==> config.mk <==
export PLATFORM = sky130hd
export DESIGN_NAME = arp_cache_resolver_flat
export DESIGN_NICKNAME = d
export VERILOG_FILES = /design/src/sv/acr_pkg.sv /design/src/sv/acr_req_if.sv /design/src/sv/acr_rsp_if.sv /design/src/sv/acr_cfg_if.sv /design/src/sv/acr_cell.sv /design/src/sv/arp_cache_resolver.sv /design/src/flat_wrapper.sv
export SDC_FILE = /design/constraint.sdc
export NUM_CORES = 2
export LEC_CHECK = 0
export ABC_AREA = 1
export BUFFER_PORTS_ARGS = -buffer_cell sky130_fd_sc_hd__buf_2
export CORE_ASPECT_RATIO = 1.1
export CORE_MARGIN = 5
export CORE_UTILIZATION = 55
export CTS_BUF_LIST = sky130_fd_sc_hd__clkbuf_2
export DETAILED_ROUTE_END_ITERATION = 12
export MAX_ROUTING_LAYER = met4
export PLACE_DENSITY = 0.76
export SYNTH_ARGS = -nofsm -noshare
export SYNTH_HDL_FRONTEND = slang
export SYNTH_SLANG_ARGS = --single-unit
==> constraint.sdc <==
create_clock -name clk -period 6 [get_ports clk]
set_clock_uncertainty 0.15 [all_clocks]
set_input_delay 0.9 -clock clk [delete_from_list [all_inputs] [get_ports clk]]
set_output_delay 0.9 -clock clk [all_outputs]
set_load 0.03 [all_outputs]
==> src/sv/acr_pkg.sv <==
`timescale 1ns / 1ps
// ----------------------------------------------------------------------------
// ARP cache resolver package
// Shared types, status and command codes, and protocol constants.
// ----------------------------------------------------------------------------
package acr_pkg;

  localparam int TABLE_ENTRIES_DEF = 8;

  // Item commands
  localparam logic [1:0] CMD_LOOKUP = 2'd0;
  localparam logic [1:0] CMD_FRAME  = 2'd1;
  localparam logic [1:0] CMD_TICK   = 2'd2;
  localparam logic [1:0] CMD_UNUSED = 2'd3;

  // Result status codes
  localparam logic [2:0] ST_HIT      = 3'd0;
  localparam logic [2:0] ST_SEND     = 3'd1;
  localparam logic [2:0] ST_RESOLVED = 3'd2;
  localparam logic [2:0] ST_FAILED   = 3'd3;
  localparam logic [2:0] ST_BUSY     = 3'd4;

  // Configuration register indexes
  localparam logic [1:0] REG_OWN_IP        = 2'd0;
  localparam logic [1:0] REG_OWN_MAC       = 2'd1;
  localparam logic [1:0] REG_FIRST_TIMEOUT = 2'd2;
  localparam logic [1:0] REG_MAX_TRIES     = 2'd3;

  // Frame checks
  localparam logic [15:0] TYPE_ARP      = 16'h0806;
  localparam logic [15:0] TYPE_RARP     = 16'h8035;
  localparam logic [15:0] HW_ETHER      = 16'h0001;
  localparam logic [15:0] PROTO_IPV4    = 16'h0800;
  localparam logic [15:0] LENS_ETH_IPV4 = 16'h0604;
  localparam logic [15:0] OP_REPLY      = 16'h0002;
  localparam logic [10:0] MIN_LEN       = 11'd28;

  // Reset values
  localparam logic [7:0]  DEFAULT_TIMEOUT = 8'd4;
  localparam logic [3:0]  DEFAULT_TRIES   = 4'd5;
  localparam logic [31:0] NOW_RESET       = 32'd1;

  // Search item travelling down the row of cells
  typedef struct packed {
    logic        valid;
    logic        hit;
    logic        have;
    logic [47:0] hit_mac;
    logic [31:0] pick_time;
  } acr_scan_t;

  // Entry write broadcast to the cells
  typedef struct packed {
    logic        en;
    logic        full;   // write address and MAC as well as the time
    logic [31:0] ip;
    logic [47:0] mac;
    logic [31:0] stamp;
  } acr_wr_t;

endpackage

==> src/sv/acr_req_if.sv <==
`timescale 1ns / 1ps
// ----------------------------------------------------------------------------
// ARP cache resolver request channel
// Carries lookups, received frames and time ticks.
// ----------------------------------------------------------------------------
interface acr_req_if;
  logic        valid;
  logic        ready;
  logic [1:0]  cmd;
  logic [31:0] lookup_ip;
  logic [10:0] frame_len;
  logic [15:0] ether_type;
  logic [15:0] hw_type;
  logic [15:0] proto_type;
  logic [15:0] addr_lens;
  logic [15:0] opcode;
  logic [47:0] sender_hw;
  logic [31:0] sender_proto;
  logic [47:0] target_hw;
  logic [31:0] target_proto;

  modport source (output valid, cmd, lookup_ip, frame_len, ether_type, hw_type, proto_type,
                  addr_lens, opcode, sender_hw, sender_proto, target_hw, target_proto,
                  input ready);
  modport sink (input valid, cmd, lookup_ip, frame_len, ether_type, hw_type, proto_type,
                addr_lens, opcode, sender_hw, sender_proto, target_hw, target_proto,
                output ready);
endinterface

==> src/sv/acr_rsp_if.sv <==
`timescale 1ns / 1ps
// ----------------------------------------------------------------------------
// ARP cache resolver result channel
// Carries hit, request, resolved, failed and busy results.
// ----------------------------------------------------------------------------
interface acr_rsp_if;
  logic        valid;
  logic        ready;
  logic [2:0]  status;
  logic [47:0] hw_addr;
  logic [31:0] source_ip;
  logic [31:0] wanted_ip;

  modport source (output valid, status, hw_addr, source_ip, wanted_ip, input ready);
  modport sink (input valid, status, hw_addr, source_ip, wanted_ip, output ready);
endinterface

==> src/sv/acr_cfg_if.sv <==
`timescale 1ns / 1ps
// ----------------------------------------------------------------------------
// ARP cache resolver configuration channel
// Register index and write data.
// ----------------------------------------------------------------------------
interface acr_cfg_if;
  logic        valid;
  logic        ready;
  logic [1:0]  index;
  logic [47:0] data;

  modport source (output valid, index, data, input ready);
  modport sink (input valid, index, data, output ready);
endinterface

==> src/sv/acr_cell.sv <==
`timescale 1ns / 1ps
// ----------------------------------------------------------------------------
// ARP cache resolver cell
// Holds one cache entry, folds it into the passing search item and hands
// the item to the next cell through a register.
// ----------------------------------------------------------------------------
module acr_cell #(
  parameter int SLOT_W   = 3,
  parameter int CELL_IDX = 0
) (
  input  logic               clk,
  input  logic               rst,
  input  logic [31:0]        key,
  input  acr_pkg::acr_scan_t pkt_in,
  input  logic [SLOT_W-1:0]  hit_idx_in,
  input  logic [SLOT_W-1:0]  pick_idx_in,
  output acr_pkg::acr_scan_t pkt_out,
  output logic [SLOT_W-1:0]  hit_idx_out,
  output logic [SLOT_W-1:0]  pick_idx_out,
  input  acr_pkg::acr_wr_t   wr,
  input  logic [SLOT_W-1:0]  wr_slot
);

  localparam logic [SLOT_W-1:0] MY_IDX = SLOT_W'(CELL_IDX);

  logic [31:0] ip;
  logic [47:0] mac;
  logic [31:0] stamp;

  acr_pkg::acr_scan_t pkt_next;
  logic [SLOT_W-1:0]  hit_idx_next;
  logic [SLOT_W-1:0]  pick_idx_next;
  logic               match;
  logic               take;

  // Compare this entry and update the running hit and oldest pick
  always_comb begin
    pkt_next      = pkt_in;
    hit_idx_next  = hit_idx_in;
    pick_idx_next = pick_idx_in;
    match = (stamp != 32'd0) && (ip == key) && !pkt_in.hit;
    take  = !pkt_in.hit &&
            ((stamp == 32'd0) || !pkt_in.have || (pkt_in.pick_time > stamp));
    if (match) begin
      pkt_next.hit    = 1'b1;
      pkt_next.hit_mac = mac;
      hit_idx_next    = MY_IDX;
    end else if (take) begin
      pkt_next.have      = 1'b1;
      pkt_next.pick_time = stamp;
      pick_idx_next      = MY_IDX;
    end
  end

  // Advance the search item
  always_ff @(posedge clk) begin
    if (rst) begin
      pkt_out.valid <= 1'b0;
    end else begin
      pkt_out.valid <= pkt_in.valid;
    end
    pkt_out.hit       <= pkt_next.hit;
    pkt_out.have      <= pkt_next.have;
    pkt_out.hit_mac   <= pkt_next.hit_mac;
    pkt_out.pick_time <= pkt_next.pick_time;
    hit_idx_out       <= hit_idx_next;
    pick_idx_out      <= pick_idx_next;
  end

  // Hold the entry; write on a matching slot
  always_ff @(posedge clk) begin
    if (rst) begin
      ip    <= '0;
      mac   <= '0;
      stamp <= '0;
    end else if (wr.en && (wr_slot == MY_IDX)) begin
      stamp <= wr.stamp;
      if (wr.full) begin
        ip  <= wr.ip;
        mac <= wr.mac;
      end
    end
  end

endmodule

==> src/sv/arp_cache_resolver.sv <==
`timescale 1ns / 1ps
// ----------------------------------------------------------------------------
// ARP cache resolver
// IP-to-Ethernet address cache with oldest-entry replacement, who-has
// requests, reply checking and timeout retries with doubling span.
// ----------------------------------------------------------------------------
//  channel  dir  handshake     contents
//  cfg      in   valid/ready   index, data (own_ip, own_mac, first_timeout,
//                              max_tries)
//  req      in   valid/ready   cmd and lookup or frame fields
//  rsp      out  valid/ready   status, hw_addr, source_ip, wanted_ip
//
// One item at a time. A tick, frame or busy lookup is handled in the execute
// state; a lookup that searches the table goes on to the search and finish
// states, the search item walking the row of cells one entry per cycle.
// Reset clears the whole table at once; no clearing pass.
// A result held on rsp does not block acceptance; an item that has its own
// result waits at the end of its work until rsp is free.
// ----------------------------------------------------------------------------
module arp_cache_resolver #(
  parameter int TABLE_ENTRIES = acr_pkg::TABLE_ENTRIES_DEF
) (
  input  logic clk,
  input  logic rst,
  acr_cfg_if.sink   cfg,
  acr_req_if.sink   req,
  acr_rsp_if.source rsp
);

  localparam int SLOT_W = (TABLE_ENTRIES > 1) ? $clog2(TABLE_ENTRIES) : 1;

  typedef enum logic [3:0] {
    S_IDLE = 4'b0001,
    S_EXEC = 4'b0010,
    S_SCAN = 4'b0100,
    S_FIN  = 4'b1000
  } state_t;

  state_t state, state_next;

  // Configuration
  logic [31:0] own_ip;
  logic [47:0] own_mac;
  logic [7:0]  first_timeout;
  logic [3:0]  max_tries;

  // Resolver state
  logic [31:0]       now_time, now_time_next;
  logic              waiting, waiting_next;
  logic [31:0]       waiting_ip, waiting_ip_next;
  logic [SLOT_W-1:0] victim_slot, victim_slot_next;
  logic [3:0]        tries_done, tries_done_next;
  logic [31:0]       wait_left, wait_left_next;
  logic [31:0]       wait_span, wait_span_next;

  // Latched item
  logic [1:0]  cmd;
  logic [31:0] lookup_ip;
  logic [10:0] frame_len;
  logic [15:0] ether_type;
  logic [15:0] hw_type;
  logic [15:0] proto_type;
  logic [15:0] addr_lens;
  logic [15:0] opcode;
  logic [47:0] sender_hw;
  logic [47:0] target_hw;

  // Search result
  acr_pkg::acr_scan_t fin_pkt;
  logic [SLOT_W-1:0]  fin_hit_idx;
  logic [SLOT_W-1:0]  fin_pick_idx;

  // Result register
  logic        rsp_valid;
  logic [2:0]  rsp_status;
  logic [47:0] rsp_hw_addr;
  logic [31:0] rsp_source_ip;
  logic [31:0] rsp_wanted_ip;

  // Row of cells
  acr_pkg::acr_scan_t chain_pkt  [TABLE_ENTRIES+1];
  logic [SLOT_W-1:0]  chain_hit  [TABLE_ENTRIES+1];
  logic [SLOT_W-1:0]  chain_pick [TABLE_ENTRIES+1];
  acr_pkg::acr_wr_t   wr;
  logic [SLOT_W-1:0]  wr_slot;
  logic               start;

  // Completion control
  logic        res_has;
  logic [2:0]  res_status;
  logic [47:0] res_hw;
  logic [31:0] res_src;
  logic [31:0] res_want;
  logic        res_free;
  logic        commit;
  logic        load;
  logic        frame_ok;
  logic [31:0] now_inc;
  logic [31:0] wl_dec;
  logic [31:0] span_dbl;
  logic [3:0]  tries_inc;

  assign req.ready = (state == S_IDLE) && !rst;
  assign cfg.ready = !rst;
  assign res_free  = !rsp_valid || rsp.ready;

  assign chain_pkt[0]  = '{valid: start, hit: 1'b0, have: 1'b0, hit_mac: '0, pick_time: '0};
  assign chain_hit[0]  = '0;
  assign chain_pick[0] = '0;

  for (genvar g = 0; g < TABLE_ENTRIES; g++) begin : g_cell
    acr_cell #(.SLOT_W(SLOT_W), .CELL_IDX(g)) u_cell (
      .clk         (clk),
      .rst         (rst),
      .key         (lookup_ip),
      .pkt_in      (chain_pkt[g]),
      .hit_idx_in  (chain_hit[g]),
      .pick_idx_in (chain_pick[g]),
      .pkt_out     (chain_pkt[g+1]),
      .hit_idx_out (chain_hit[g+1]),
      .pick_idx_out(chain_pick[g+1]),
      .wr          (wr),
      .wr_slot     (wr_slot)
    );
  end

  // Frame checks
  assign frame_ok = waiting && (frame_len >= acr_pkg::MIN_LEN) &&
                    ((ether_type == acr_pkg::TYPE_ARP) || (ether_type == acr_pkg::TYPE_RARP)) &&
                    (hw_type == acr_pkg::HW_ETHER) && (proto_type == acr_pkg::PROTO_IPV4) &&
                    (addr_lens == acr_pkg::LENS_ETH_IPV4) && (opcode == acr_pkg::OP_REPLY) &&
                    (target_hw == own_mac);

  assign now_inc   = now_time + 32'd1;
  assign wl_dec    = wait_left - 32'd1;
  assign span_dbl  = {wait_span[30:0], 1'b0};
  assign tries_inc = tries_done + 4'd1;

  // Work out the outcome of the current item
  always_comb begin
    res_has    = 1'b0;
    res_status = acr_pkg::ST_HIT;
    res_hw     = '0;
    res_src    = '0;
    res_want   = '0;
    start      = 1'b0;
    wr         = '{en: 1'b0, full: 1'b0, ip: lookup_ip, mac: sender_hw, stamp: now_time};
    wr_slot    = victim_slot;
    now_time_next    = now_time;
    waiting_next     = waiting;
    waiting_ip_next  = waiting_ip;
    victim_slot_next = victim_slot;
    tries_done_next  = tries_done;
    wait_left_next   = wait_left;
    wait_span_next   = wait_span;
    state_next       = state;

    case (state)
      S_IDLE: begin
        if (req.valid) begin
          state_next = S_EXEC;
        end
      end
      S_EXEC: begin
        case (cmd)
          acr_pkg::CMD_LOOKUP: begin
            if (waiting) begin
              res_has    = 1'b1;
              res_status = acr_pkg::ST_BUSY;
              res_want   = waiting_ip;
            end
          end
          acr_pkg::CMD_FRAME: begin
            if (frame_ok) begin
              res_has      = 1'b1;
              res_status   = acr_pkg::ST_RESOLVED;
              res_hw       = sender_hw;
              res_want     = waiting_ip;
              wr.full      = 1'b1;
              wr.ip        = waiting_ip;
              waiting_next = 1'b0;
            end
          end
          acr_pkg::CMD_TICK: begin
            now_time_next = (now_inc == 32'd0) ? acr_pkg::NOW_RESET : now_inc;
            if (waiting && (wait_left != 32'd0)) begin
              wait_left_next = wl_dec;
              if (wl_dec == 32'd0) begin
                wait_span_next  = span_dbl;
                tries_done_next = tries_inc;
                res_has         = 1'b1;
                res_want        = waiting_ip;
                if (tries_inc == max_tries) begin
                  waiting_next = 1'b0;
                  res_status   = acr_pkg::ST_FAILED;
                end else begin
                  wait_left_next = span_dbl;
                  res_status     = acr_pkg::ST_SEND;
                  res_hw         = own_mac;
                  res_src        = own_ip;
                end
              end
            end
          end
          default: begin
          end
        endcase
        if ((cmd == acr_pkg::CMD_LOOKUP) && !waiting) begin
          start      = 1'b1;
          state_next = S_SCAN;
        end else if (!res_has || res_free) begin
          state_next = S_IDLE;
        end
        wr.en = (cmd == acr_pkg::CMD_FRAME) && frame_ok && res_free;
      end
      S_SCAN: begin
        if (chain_pkt[TABLE_ENTRIES].valid) begin
          state_next = S_FIN;
        end
      end
      S_FIN: begin
        res_has  = 1'b1;
        res_want = lookup_ip;
        if (fin_pkt.hit) begin
          res_status = acr_pkg::ST_HIT;
          res_hw     = fin_pkt.hit_mac;
          wr_slot    = fin_hit_idx;
          wr.en      = res_free;
        end else if (max_tries == 4'd0) begin
          res_status = acr_pkg::ST_FAILED;
        end else begin
          res_status       = acr_pkg::ST_SEND;
          res_hw           = own_mac;
          res_src          = own_ip;
          victim_slot_next = fin_pick_idx;
          waiting_next     = 1'b1;
          waiting_ip_next  = lookup_ip;
          tries_done_next  = 4'd0;
          wait_span_next   = {24'd0, first_timeout};
          wait_left_next   = {24'd0, first_timeout};
        end
        if (res_free) begin
          state_next = S_IDLE;
        end
      end
      default: begin
        state_next = S_IDLE;
      end
    endcase
  end

  assign commit = ((state == S_EXEC) && !((cmd == acr_pkg::CMD_LOOKUP) && !waiting) &&
                   (!res_has || res_free)) ||
                  ((state == S_FIN) && res_free);
  assign load   = commit && res_has;

  // Advance control and resolver state
  always_ff @(posedge clk) begin
    if (rst) begin
      state       <= S_IDLE;
      now_time    <= acr_pkg::NOW_RESET;
      waiting     <= 1'b0;
      waiting_ip  <= '0;
      victim_slot <= '0;
      tries_done  <= '0;
      wait_left   <= '0;
      wait_span   <= '0;
    end else begin
      state <= state_next;
      if (commit) begin
        now_time    <= now_time_next;
        waiting     <= waiting_next;
        waiting_ip  <= waiting_ip_next;
        victim_slot <= victim_slot_next;
        tries_done  <= tries_done_next;
        wait_left   <= wait_left_next;
        wait_span   <= wait_span_next;
      end
    end
  end

  // Configuration writes
  always_ff @(posedge clk) begin
    if (rst) begin
      own_ip        <= '0;
      own_mac       <= '0;
      first_timeout <= acr_pkg::DEFAULT_TIMEOUT;
      max_tries     <= acr_pkg::DEFAULT_TRIES;
    end else if (cfg.valid) begin
      case (cfg.index)
        acr_pkg::REG_OWN_IP:        own_ip        <= cfg.data[31:0];
        acr_pkg::REG_OWN_MAC:       own_mac       <= cfg.data;
        acr_pkg::REG_FIRST_TIMEOUT: first_timeout <= cfg.data[7:0];
        acr_pkg::REG_MAX_TRIES:     max_tries     <= cfg.data[3:0];
        default: begin
        end
      endcase
    end
  end

  // Latch the accepted item and the search result
  always_ff @(posedge clk) begin
    if (req.valid && req.ready) begin
      cmd        <= req.cmd;
      lookup_ip  <= req.lookup_ip;
      frame_len  <= req.frame_len;
      ether_type <= req.ether_type;
      hw_type    <= req.hw_type;
      proto_type <= req.proto_type;
      addr_lens  <= req.addr_lens;
      opcode     <= req.opcode;
      sender_hw  <= req.sender_hw;
      target_hw  <= req.target_hw;
    end
    if (chain_pkt[TABLE_ENTRIES].valid) begin
      fin_pkt      <= chain_pkt[TABLE_ENTRIES];
      fin_hit_idx  <= chain_hit[TABLE_ENTRIES];
      fin_pick_idx <= chain_pick[TABLE_ENTRIES];
    end
  end

  // Hold the result until taken
  always_ff @(posedge clk) begin
    if (rst) begin
      rsp_valid <= 1'b0;
    end else if (load) begin
      rsp_valid <= 1'b1;
    end else if (rsp.ready) begin
      rsp_valid <= 1'b0;
    end
    if (load) begin
      rsp_status    <= res_status;
      rsp_hw_addr   <= res_hw;
      rsp_source_ip <= res_src;
      rsp_wanted_ip <= res_want;
    end
  end

  assign rsp.valid     = rsp_valid;
  assign rsp.status    = rsp_status;
  assign rsp.hw_addr   = rsp_hw_addr;
  assign rsp.source_ip = rsp_source_ip;
  assign rsp.wanted_ip = rsp_wanted_ip;

  // Checks
  a_load_free: assert property (@(posedge clk) disable iff (rst)
    load |-> (!rsp_valid || rsp.ready))
    else $error("result loaded over a pending result");

  a_now_nonzero: assert property (@(posedge clk) disable iff (rst)
    now_time != 32'd0)
    else $error("reference time reads zero");

  a_scan_state: assert property (@(posedge clk) disable iff (rst)
    chain_pkt[TABLE_ENTRIES].valid |-> (state == S_SCAN))
    else $error("search item left the row outside a search");

  a_send_waits: assert property (@(posedge clk) disable iff (rst)
    (load && (res_status == acr_pkg::ST_SEND)) |=> waiting)
    else $error("request sent without waiting for a reply");

endmodule
==> src/flat_wrapper.sv <==
// flat-port wrapper written by rule: the top's interface ports become plain ports
module arp_cache_resolver_flat 
#(
  parameter int TABLE_ENTRIES = acr_pkg::TABLE_ENTRIES_DEF
)
  (clk, rst, cfg_valid, cfg_index, cfg_data, cfg_ready, req_valid, req_cmd, req_lookup_ip, req_frame_len, req_ether_type, req_hw_type, req_proto_type, req_addr_lens, req_opcode, req_sender_hw, req_sender_proto, req_target_hw, req_target_proto, req_ready, rsp_valid, rsp_status, rsp_hw_addr, rsp_source_ip, rsp_wanted_ip, rsp_ready);
  acr_cfg_if cfg_i ();
  acr_req_if req_i ();
  acr_rsp_if rsp_i ();
  input  logic clk;
  input  logic rst;
  input wire logic [$bits(cfg_i.valid)-1:0] cfg_valid;
  input wire logic [$bits(cfg_i.index)-1:0] cfg_index;
  input wire logic [$bits(cfg_i.data)-1:0] cfg_data;
  output wire logic [$bits(cfg_i.ready)-1:0] cfg_ready;
  input wire logic [$bits(req_i.valid)-1:0] req_valid;
  input wire logic [$bits(req_i.cmd)-1:0] req_cmd;
  input wire logic [$bits(req_i.lookup_ip)-1:0] req_lookup_ip;
  input wire logic [$bits(req_i.frame_len)-1:0] req_frame_len;
  input wire logic [$bits(req_i.ether_type)-1:0] req_ether_type;
  input wire logic [$bits(req_i.hw_type)-1:0] req_hw_type;
  input wire logic [$bits(req_i.proto_type)-1:0] req_proto_type;
  input wire logic [$bits(req_i.addr_lens)-1:0] req_addr_lens;
  input wire logic [$bits(req_i.opcode)-1:0] req_opcode;
  input wire logic [$bits(req_i.sender_hw)-1:0] req_sender_hw;
  input wire logic [$bits(req_i.sender_proto)-1:0] req_sender_proto;
  input wire logic [$bits(req_i.target_hw)-1:0] req_target_hw;
  input wire logic [$bits(req_i.target_proto)-1:0] req_target_proto;
  output wire logic [$bits(req_i.ready)-1:0] req_ready;
  output wire logic [$bits(rsp_i.valid)-1:0] rsp_valid;
  output wire logic [$bits(rsp_i.status)-1:0] rsp_status;
  output wire logic [$bits(rsp_i.hw_addr)-1:0] rsp_hw_addr;
  output wire logic [$bits(rsp_i.source_ip)-1:0] rsp_source_ip;
  output wire logic [$bits(rsp_i.wanted_ip)-1:0] rsp_wanted_ip;
  input wire logic [$bits(rsp_i.ready)-1:0] rsp_ready;
  assign cfg_i.valid = cfg_valid;
  assign cfg_i.index = cfg_index;
  assign cfg_i.data = cfg_data;
  assign cfg_ready = cfg_i.ready;
  assign req_i.valid = req_valid;
  assign req_i.cmd = req_cmd;
  assign req_i.lookup_ip = req_lookup_ip;
  assign req_i.frame_len = req_frame_len;
  assign req_i.ether_type = req_ether_type;
  assign req_i.hw_type = req_hw_type;
  assign req_i.proto_type = req_proto_type;
  assign req_i.addr_lens = req_addr_lens;
  assign req_i.opcode = req_opcode;
  assign req_i.sender_hw = req_sender_hw;
  assign req_i.sender_proto = req_sender_proto;
  assign req_i.target_hw = req_target_hw;
  assign req_i.target_proto = req_target_proto;
  assign req_ready = req_i.ready;
  assign rsp_valid = rsp_i.valid;
  assign rsp_status = rsp_i.status;
  assign rsp_hw_addr = rsp_i.hw_addr;
  assign rsp_source_ip = rsp_i.source_ip;
  assign rsp_wanted_ip = rsp_i.wanted_ip;
  assign rsp_i.ready = rsp_ready;
  arp_cache_resolver #(.TABLE_ENTRIES(TABLE_ENTRIES)) u_core (.clk(clk), .rst(rst), .cfg(cfg_i), .req(req_i), .rsp(rsp_i));
endmodule
* After elaboration in Yosys (flattened, before gate mapping)
Cells that the tools add are included.
Word-level totals: bits in registers 2188, bits of input ports 340, output and inout bits 118, word-level logic and storage cells 421
Operators by class: add/sub/neg operators 3, magnitude comparators 8, eq/ne operators 46, muxes and demuxes 125, bitwise operators 3, reductions and logical operators 129
Operator list (count):
- 32-bit 2-to-1 mux | 29
- 48-bit 2-to-1 mux | 13
- 32-bit zero test | 9
- 32-bit nonzero test | 9
- 32-bit == test | 8
- 32-bit > comparator | 7
- 32-bit one-hot mux with 2 select lines | 3
- 48-bit one-hot mux with 2 select lines | 2
- 33-bit 2-to-1 mux | 3
- 32-bit one-hot mux with 3 select lines | 1
- 31-bit 2-to-1 mux | 3
- 31-bit one-hot mux with 2 select lines | 1
- 3-bit 2-to-1 mux | 18
- 48-bit == test | 1
- 1-bit logical AND | 47
- 4-bit 2-to-1 mux | 10
- 32-bit by 1-bit adder with 32-bit output, second input constant | 1
- 16-bit by 12-bit == test with 1-bit output, second input constant | 2
- 32-bit by 1-bit subtractor with 32-bit output, second input constant | 1
- 1-bit 2-to-1 mux | 30
- 2-bit AND reduction | 12
- 1-bit zero test | 20
- 1-bit logical OR | 19
- 3-bit by 2-bit inequality test with 1-bit output, second input constant | 6
- other kinds (36) | 59

* Longest topological paths before layout
word-level depth 18, gate-level depth with buffers 21, gate-level depth less buffers 20

* Cells and area by module
From an unflattened synthesis, not the netlist that was laid out.
Unflattened totals: cell total of the unflattened synthesis 10917, area total of the unflattened synthesis 91477.7 µm²
By module, submodules not included:
- arp_cache_resolver | times used 1, cells an instance 2836, area each 26540.5 µm²
- acr_cell at u_core.g_cell[1].u_cell ... | times used 2, cells an instance 1004, area each 8125.3 µm²
- acr_cell at u_core.g_cell[5].u_cell ... | times used 2, cells an instance 1005, area each 8111.5 µm²
- acr_cell at u_core.g_cell[7].u_cell | times used 1, cells an instance 1051, area each 8125.3 µm²
- acr_cell at u_core.g_cell[0].u_cell | times used 1, cells an instance 1004, area each 8120.3 µm²
- acr_cell at u_core.g_cell[3].u_cell | times used 1, cells an instance 1005, area each 8114.0 µm²
- acr_cell at u_core.g_cell[4].u_cell | times used 1, cells an instance 1003, area each 8104.0 µm²

* Worst setup path after synthesis
OpenSTA, ideal clock, no wires.
path kind input to register, start point input rst, end point register u_core.addr_lens[0] (enable), setup time 0.569 ns, arrival 6.088 ns, data required time 5.281 ns, slack -0.807 ns, stages on the path 5, buffers on the path 2, path through clkbuf_1 -> clkbuf_1 -> nor2_1 -> nand2_1 -> inv_1
On the way: longest elaborated chain between the ends 3
RTL lines:
- start: declaration | line flat_wrapper.sv:11 | input logic rst;
- 1-bit zero test | line arp_cache_resolver.sv:103 | assign req.ready = (state == S_IDLE) && !rst;
- 1-bit logical AND | line arp_cache_resolver.sv:103
- named net req_ready | line flat_wrapper.sv:29 | output wire logic [$bits(req_i.ready)-1:0] req_ready;
- 1-bit logical AND | line arp_cache_resolver.sv:303 | if (req.valid && req.ready) begin
- end signal: assignment | line arp_cache_resolver.sv:310 | addr_lens <= req.addr_lens;
- end: declaration | line arp_cache_resolver.sv:63 | logic [15:0] addr_lens;
The timed path passes the listed nets, and every way through them passes these cells. A chain may end at the register's enable or synchronous reset.

* Worst setup path after layout
start point register u_core.target_hw[32], end point register u_core.g_cell[0].u_cell.mac[12]
On the way: longest elaborated chain between the ends 7, elaborated cells between the ends (all ways) 10, those cells by class eq/ne: 1; mux: 4; reduce/logical: 5
RTL lines:
- start: declaration | line arp_cache_resolver.sv:66 | logic [47:0] target_hw;
- start signal: assignment | line arp_cache_resolver.sv:313 | target_hw <= req.target_hw;
- 48-bit == test (*) | line arp_cache_resolver.sv:132 | (target_hw == own_mac);
- 1-bit logical AND (*) | line arp_cache_resolver.sv:131 | (addr_lens == acr_pkg::LENS_ETH_IPV4) && (opcode == acr_pkg::OP_REPLY) &&
- 1-bit logical AND (2 in series) | line arp_cache_resolver.sv:214 | wr.en = (cmd == acr_pkg::CMD_FRAME) && frame_ok && res_free;
- 1-bit one-hot mux with 2 select lines | line arp_cache_resolver.sv:158 | case (state)
- 1-bit logical AND | line acr_cell.sv:76 | end else if (wr.en && (wr_slot == MY_IDX)) begin
- 2-bit AND reduction (no source line) (*)
- end signal: assignment | line acr_cell.sv:80 | mac <= wr.mac;
- end: declaration | line acr_cell.sv:27 | logic [47:0] mac;
Mark *: on every way between the ends. The rest lies on a longest branch, timed or not.

==> impl_metrics.ini <==
[final_layout]
area_delta_synth_final_pct = 16.46
fin_nets = 12384
utilization = 0.6418
final_common_cell = nand2_1
fin_area_um2 = 103800
drive_gt1_frac = 0.1250
layout_common_cells = 2245 x nand2_1, 1792 x dfxtp_1, 1273 x o21ai_0
finalNonFillerCells = 14341

[detailed_routing]
wl_per_cell_um = 22.91
final_antenna_net_count = 0
initialDrtViolationCount = 10177
dr_total_vias = 84139
wirelength_mm = 328.6
drc = 0
viasPerCell = 5.867
drtPass1Iterations = 9

[timing]
hold_viol = 0
relSlewSlack = 0.1196
timing.final.crit_share = 0.9185
rsz0062_at_grt = false
setup_viol = 0
setup_tns_ns = 0
drv_slew = 0
fin_crit_ns = 5.511
worst_pin_slew_ns = 1.321
whs_ns = 0.1529
fmax_mhz = 181.4

[place]
dpl.cell_count = 12699
portBuffers = 391
dp_hpwl_mm = 194.5
place_congestion = 0.9941
placedInstanceArea_um2 = 92080

[cts]
clockRootBuffer = clkbuf_2
cts_tree = yes
clkSlewWorstSetupHoldPaths_ns = 0.15
postCtsSetupBuffers = 0
numCtsBuffers = 555
htreeDepth = 6
clk_latency_ns = 1.88
clockBufferDepth = 4
cts_sinks = 2182

[critical_path]
worstSetupEndpointType = flip-flop
crit_path_start_kind = flip-flop
path_class = reg -> reg
worstPathMaxFanout = 90
worstPathRequired_ns = 7.36
max_stage_delay_ns = 0.81
cp_cell_sequence = xnor2_1, nand4_1, nor2_1, nand2_1, nor2_1, nand4_1, inv_2, nand2_8, nand2_8, nand3_2, buf_4, or2_4, buf_4, o21ai_0, a21oi_1
worstPathArrival_ns = 6.87
crit_slowest_cell = xnor2_1

[pwr]
power.density_nw_per_um2 = 257.9
leakage_nw = 43.52
peakVddDrop_uv = 193.2
intPower_w = 0.01962
seq_power_share = 0.567
clkPwrFrac = 0.384
p_comb_frac = 0.049
swShare = 0.2673
power_switching_w = 0.007155

[flow_run]
cap_viol_max_count = 0

[floorplan]
num_rows = 155
core_area_um2 = 161700
initial_core_util = 0.5511
die_w_um = 393.8
ioPinCount = 458
die_area_um2 = 170200
die_h_um = 432.2

[logic_synthesis]
async_flop_share = 0
ys.flop_type = dfxtp_1
syn-cell-area_um2 = 89130
ys_ff_latch = 2182
synthDistinctLibCells = 67
synth_edf_count = 389
postSynthAreaPerCell_um2 = 8.271
ys_seq_area_frac = 0.5338
syn-num-nets = 11349
synth_cells = 10777
yosys_warnings = 0

[grt]
antenna_found_initial = 29
grt_pass1_wl_mm = 487.9
grt_max_degree = 176
grt.overflow.total = 0
grt_pass1_vias = 82264
grt_usage = 0.3834

[min_path]
hold_class = in -> reg

[outcome]
status = completed
## flip-flops by register name (all words and copies together) (netlist names), 17 cells and up
| name | cells |
|---|---|
| u_core.own_ip | 32 |
| u_core.wait_left | 32 |
| u_core.target_hw | 48 |
| u_core.g_cell.u_cell.pick_idx_out | 17 |
| u_core.g_cell.u_cell.stamp | 256 |
| u_core.lookup_ip | 32 |
| u_core.fin_pkt | 49 |
| u_core.now_time | 32 |
| u_core.rsp.hw_addr | 48 |
| u_core.waiting_ip | 32 |
| u_core.wait_span | 31 |
| u_core.g_cell.u_cell.mac | 384 |
| u_core.g_cell.u_cell.pkt_out | 631 |
| u_core.rsp.source_ip | 32 |
| u_core.rsp.wanted_ip | 32 |
| u_core.g_cell.u_cell.ip | 256 |
| u_core.sender_hw | 48 |
| u_core.g_cell.u_cell.hit_idx_out | 17 |
| u_core.own_mac | 48 |
## metal layers
metal / GRT usage / wire [um] / part of all wire
met5: - / 0 / 0
met4: 0.2673 / 25890 / 0.079
met3: 0.1038 / 39290 / 0.12
met2: 0.5785 / 144200 / 0.44
met1: 0.4466 / 119200 / 0.36
## path summary, 6_finish.rpt
| kind | slack (ns) | depth (start not counted) | from | to |
|---|---|---|---|---|
| worst max register to register | 0.49 | 15 | u_core.target_hw[32] | u_core.g_cell[0].u_cell.mac[12] |
| worst max-delay path | 0.49 | 15 | u_core.target_hw[32] | u_core.g_cell[0].u_cell.mac[12] |
| worst min-delay path | 0.15 | 3 | req_target_hw[38] | u_core.target_hw[38] |
| worst min register to register | 0.17 | 2 | u_core.g_cell[0].u_cell.mac[16] | u_core.g_cell[0].u_cell.pkt_out[48] |
## repair_timing
| item | CTS | global route |
|---|---|---|
| endpoints found under the hold margin | 721 | 0 |
| gates resized for setup | 0 | 0 |
| hold buffers | 675 | 0 |
## power groups by stage
stage          logic [W]  clock network, W  registers, W
3_5_place_dp    0.000859                 0        0.0155
5_1_grt          0.00135            0.0112        0.0152
2_1_floorplan   0.000494                 0        0.0154
4_1_cts          0.00121            0.0102        0.0152
3_3_place_gp    0.000851                 0        0.0155
6_report         0.00130            0.0103        0.0152
## through the flow
stage	total power (W)	setup WS, ns
after global placement	0.01634	1.299
after detailed placement	0.01636	1.175
after global routing	0.02772	0.4275
after CTS	0.02657	1.110
after floorplan	0.01587	0.4443
final	0.02677	0.4888
## critical path, delay by kind of cell (launching register included)
family	cells	cell delay (ns)
simple gates	9	2.16
buf+inv	3	0.96
xor+xnor	1	0.81
flops	1	0.49
compound gates	2	0.43
## cell usage after synthesis (all sizes together), types with 2 or more instances
cell type | number | area [um^2]
nand3 | 213 | 1124
a32oi | 48 | 420.4
a2111oi | 4 | 35.03
a31o | 3 | 26.28
o221ai | 6 | 52.55
or2 | 76 | 475.5
dfxtp | 1793 | 35890
o31ai | 6 | 45.04
nor3 | 229 | 1162
a21o | 3 | 22.52
edfxtp | 389 | 11680
xnor2 | 57 | 499.2
o2111a | 2 | 22.52
nand2 | 2252 | 8487
o2111ai | 12 | 105.1
clkinv | 9 | 33.78
clkbuf | 543 | 2038
a21oi | 886 | 4434
a31oi | 18 | 112.6
a211oi | 17 | 127.6
ha | 232 | 2903
or4 | 6 | 45.04
nand3b | 10 | 75.07
nor4 | 164 | 1066
buf | 159 | 917.1
nor4b | 4 | 35.03
o21bai | 16 | 120.1
inv | 822 | 3085
and3 | 7 | 43.79
o21ai | 1297 | 6499
a221oi | 4 | 35.03
o221a | 3 | 33.78
o22ai | 9 | 56.30
nor3b | 6 | 45.04
nand4 | 138 | 899.6
nor2 | 1016 | 3871
o21a | 76 | 570.6
a22oi | 48 | 360.4
a22o | 2 | 17.52
and2 | 3 | 18.77
o211ai | 10 | 75.07
xor2 | 174 | 1524
## kinds of logic (layout without fill, tap and decap cells)
| group | Yosys count | count (layout) | share of synthesized area |
|---|---|---|---|
| AND/OR/NAND/NOR | 4126 | 4126 | 0.1948 |
| AO/OA/AOI/OAI | 2473 | 2473 | 0.1481 |
| flip-flops | 2182 | 2182 | 0.5338 |
| buffers and inverters | 1533 | 2952 | 0.06815 |
| adder cells (fa/ha/maj) | 232 | 232 | 0.03257 |
| XOR/XNOR | 231 | 231 | 0.02270 |
| other | 0 | 26 | 0 |
## final cells by class
cell class / instances / area (um^2)
repair buffers: 1180 / 9772
flip-flops and latches: 2182 / 47580
fillers: 13098 / 57940
inverters: 831 / 3137
clock inverters: 125 / 803.3
clock buffers: 816 / 4084
multi-input cells: 7062 / 35720
well taps: 2119 / 2651
diodes: 26 / 65.06
Note: power is estimated with default switching activity, not from simulation.
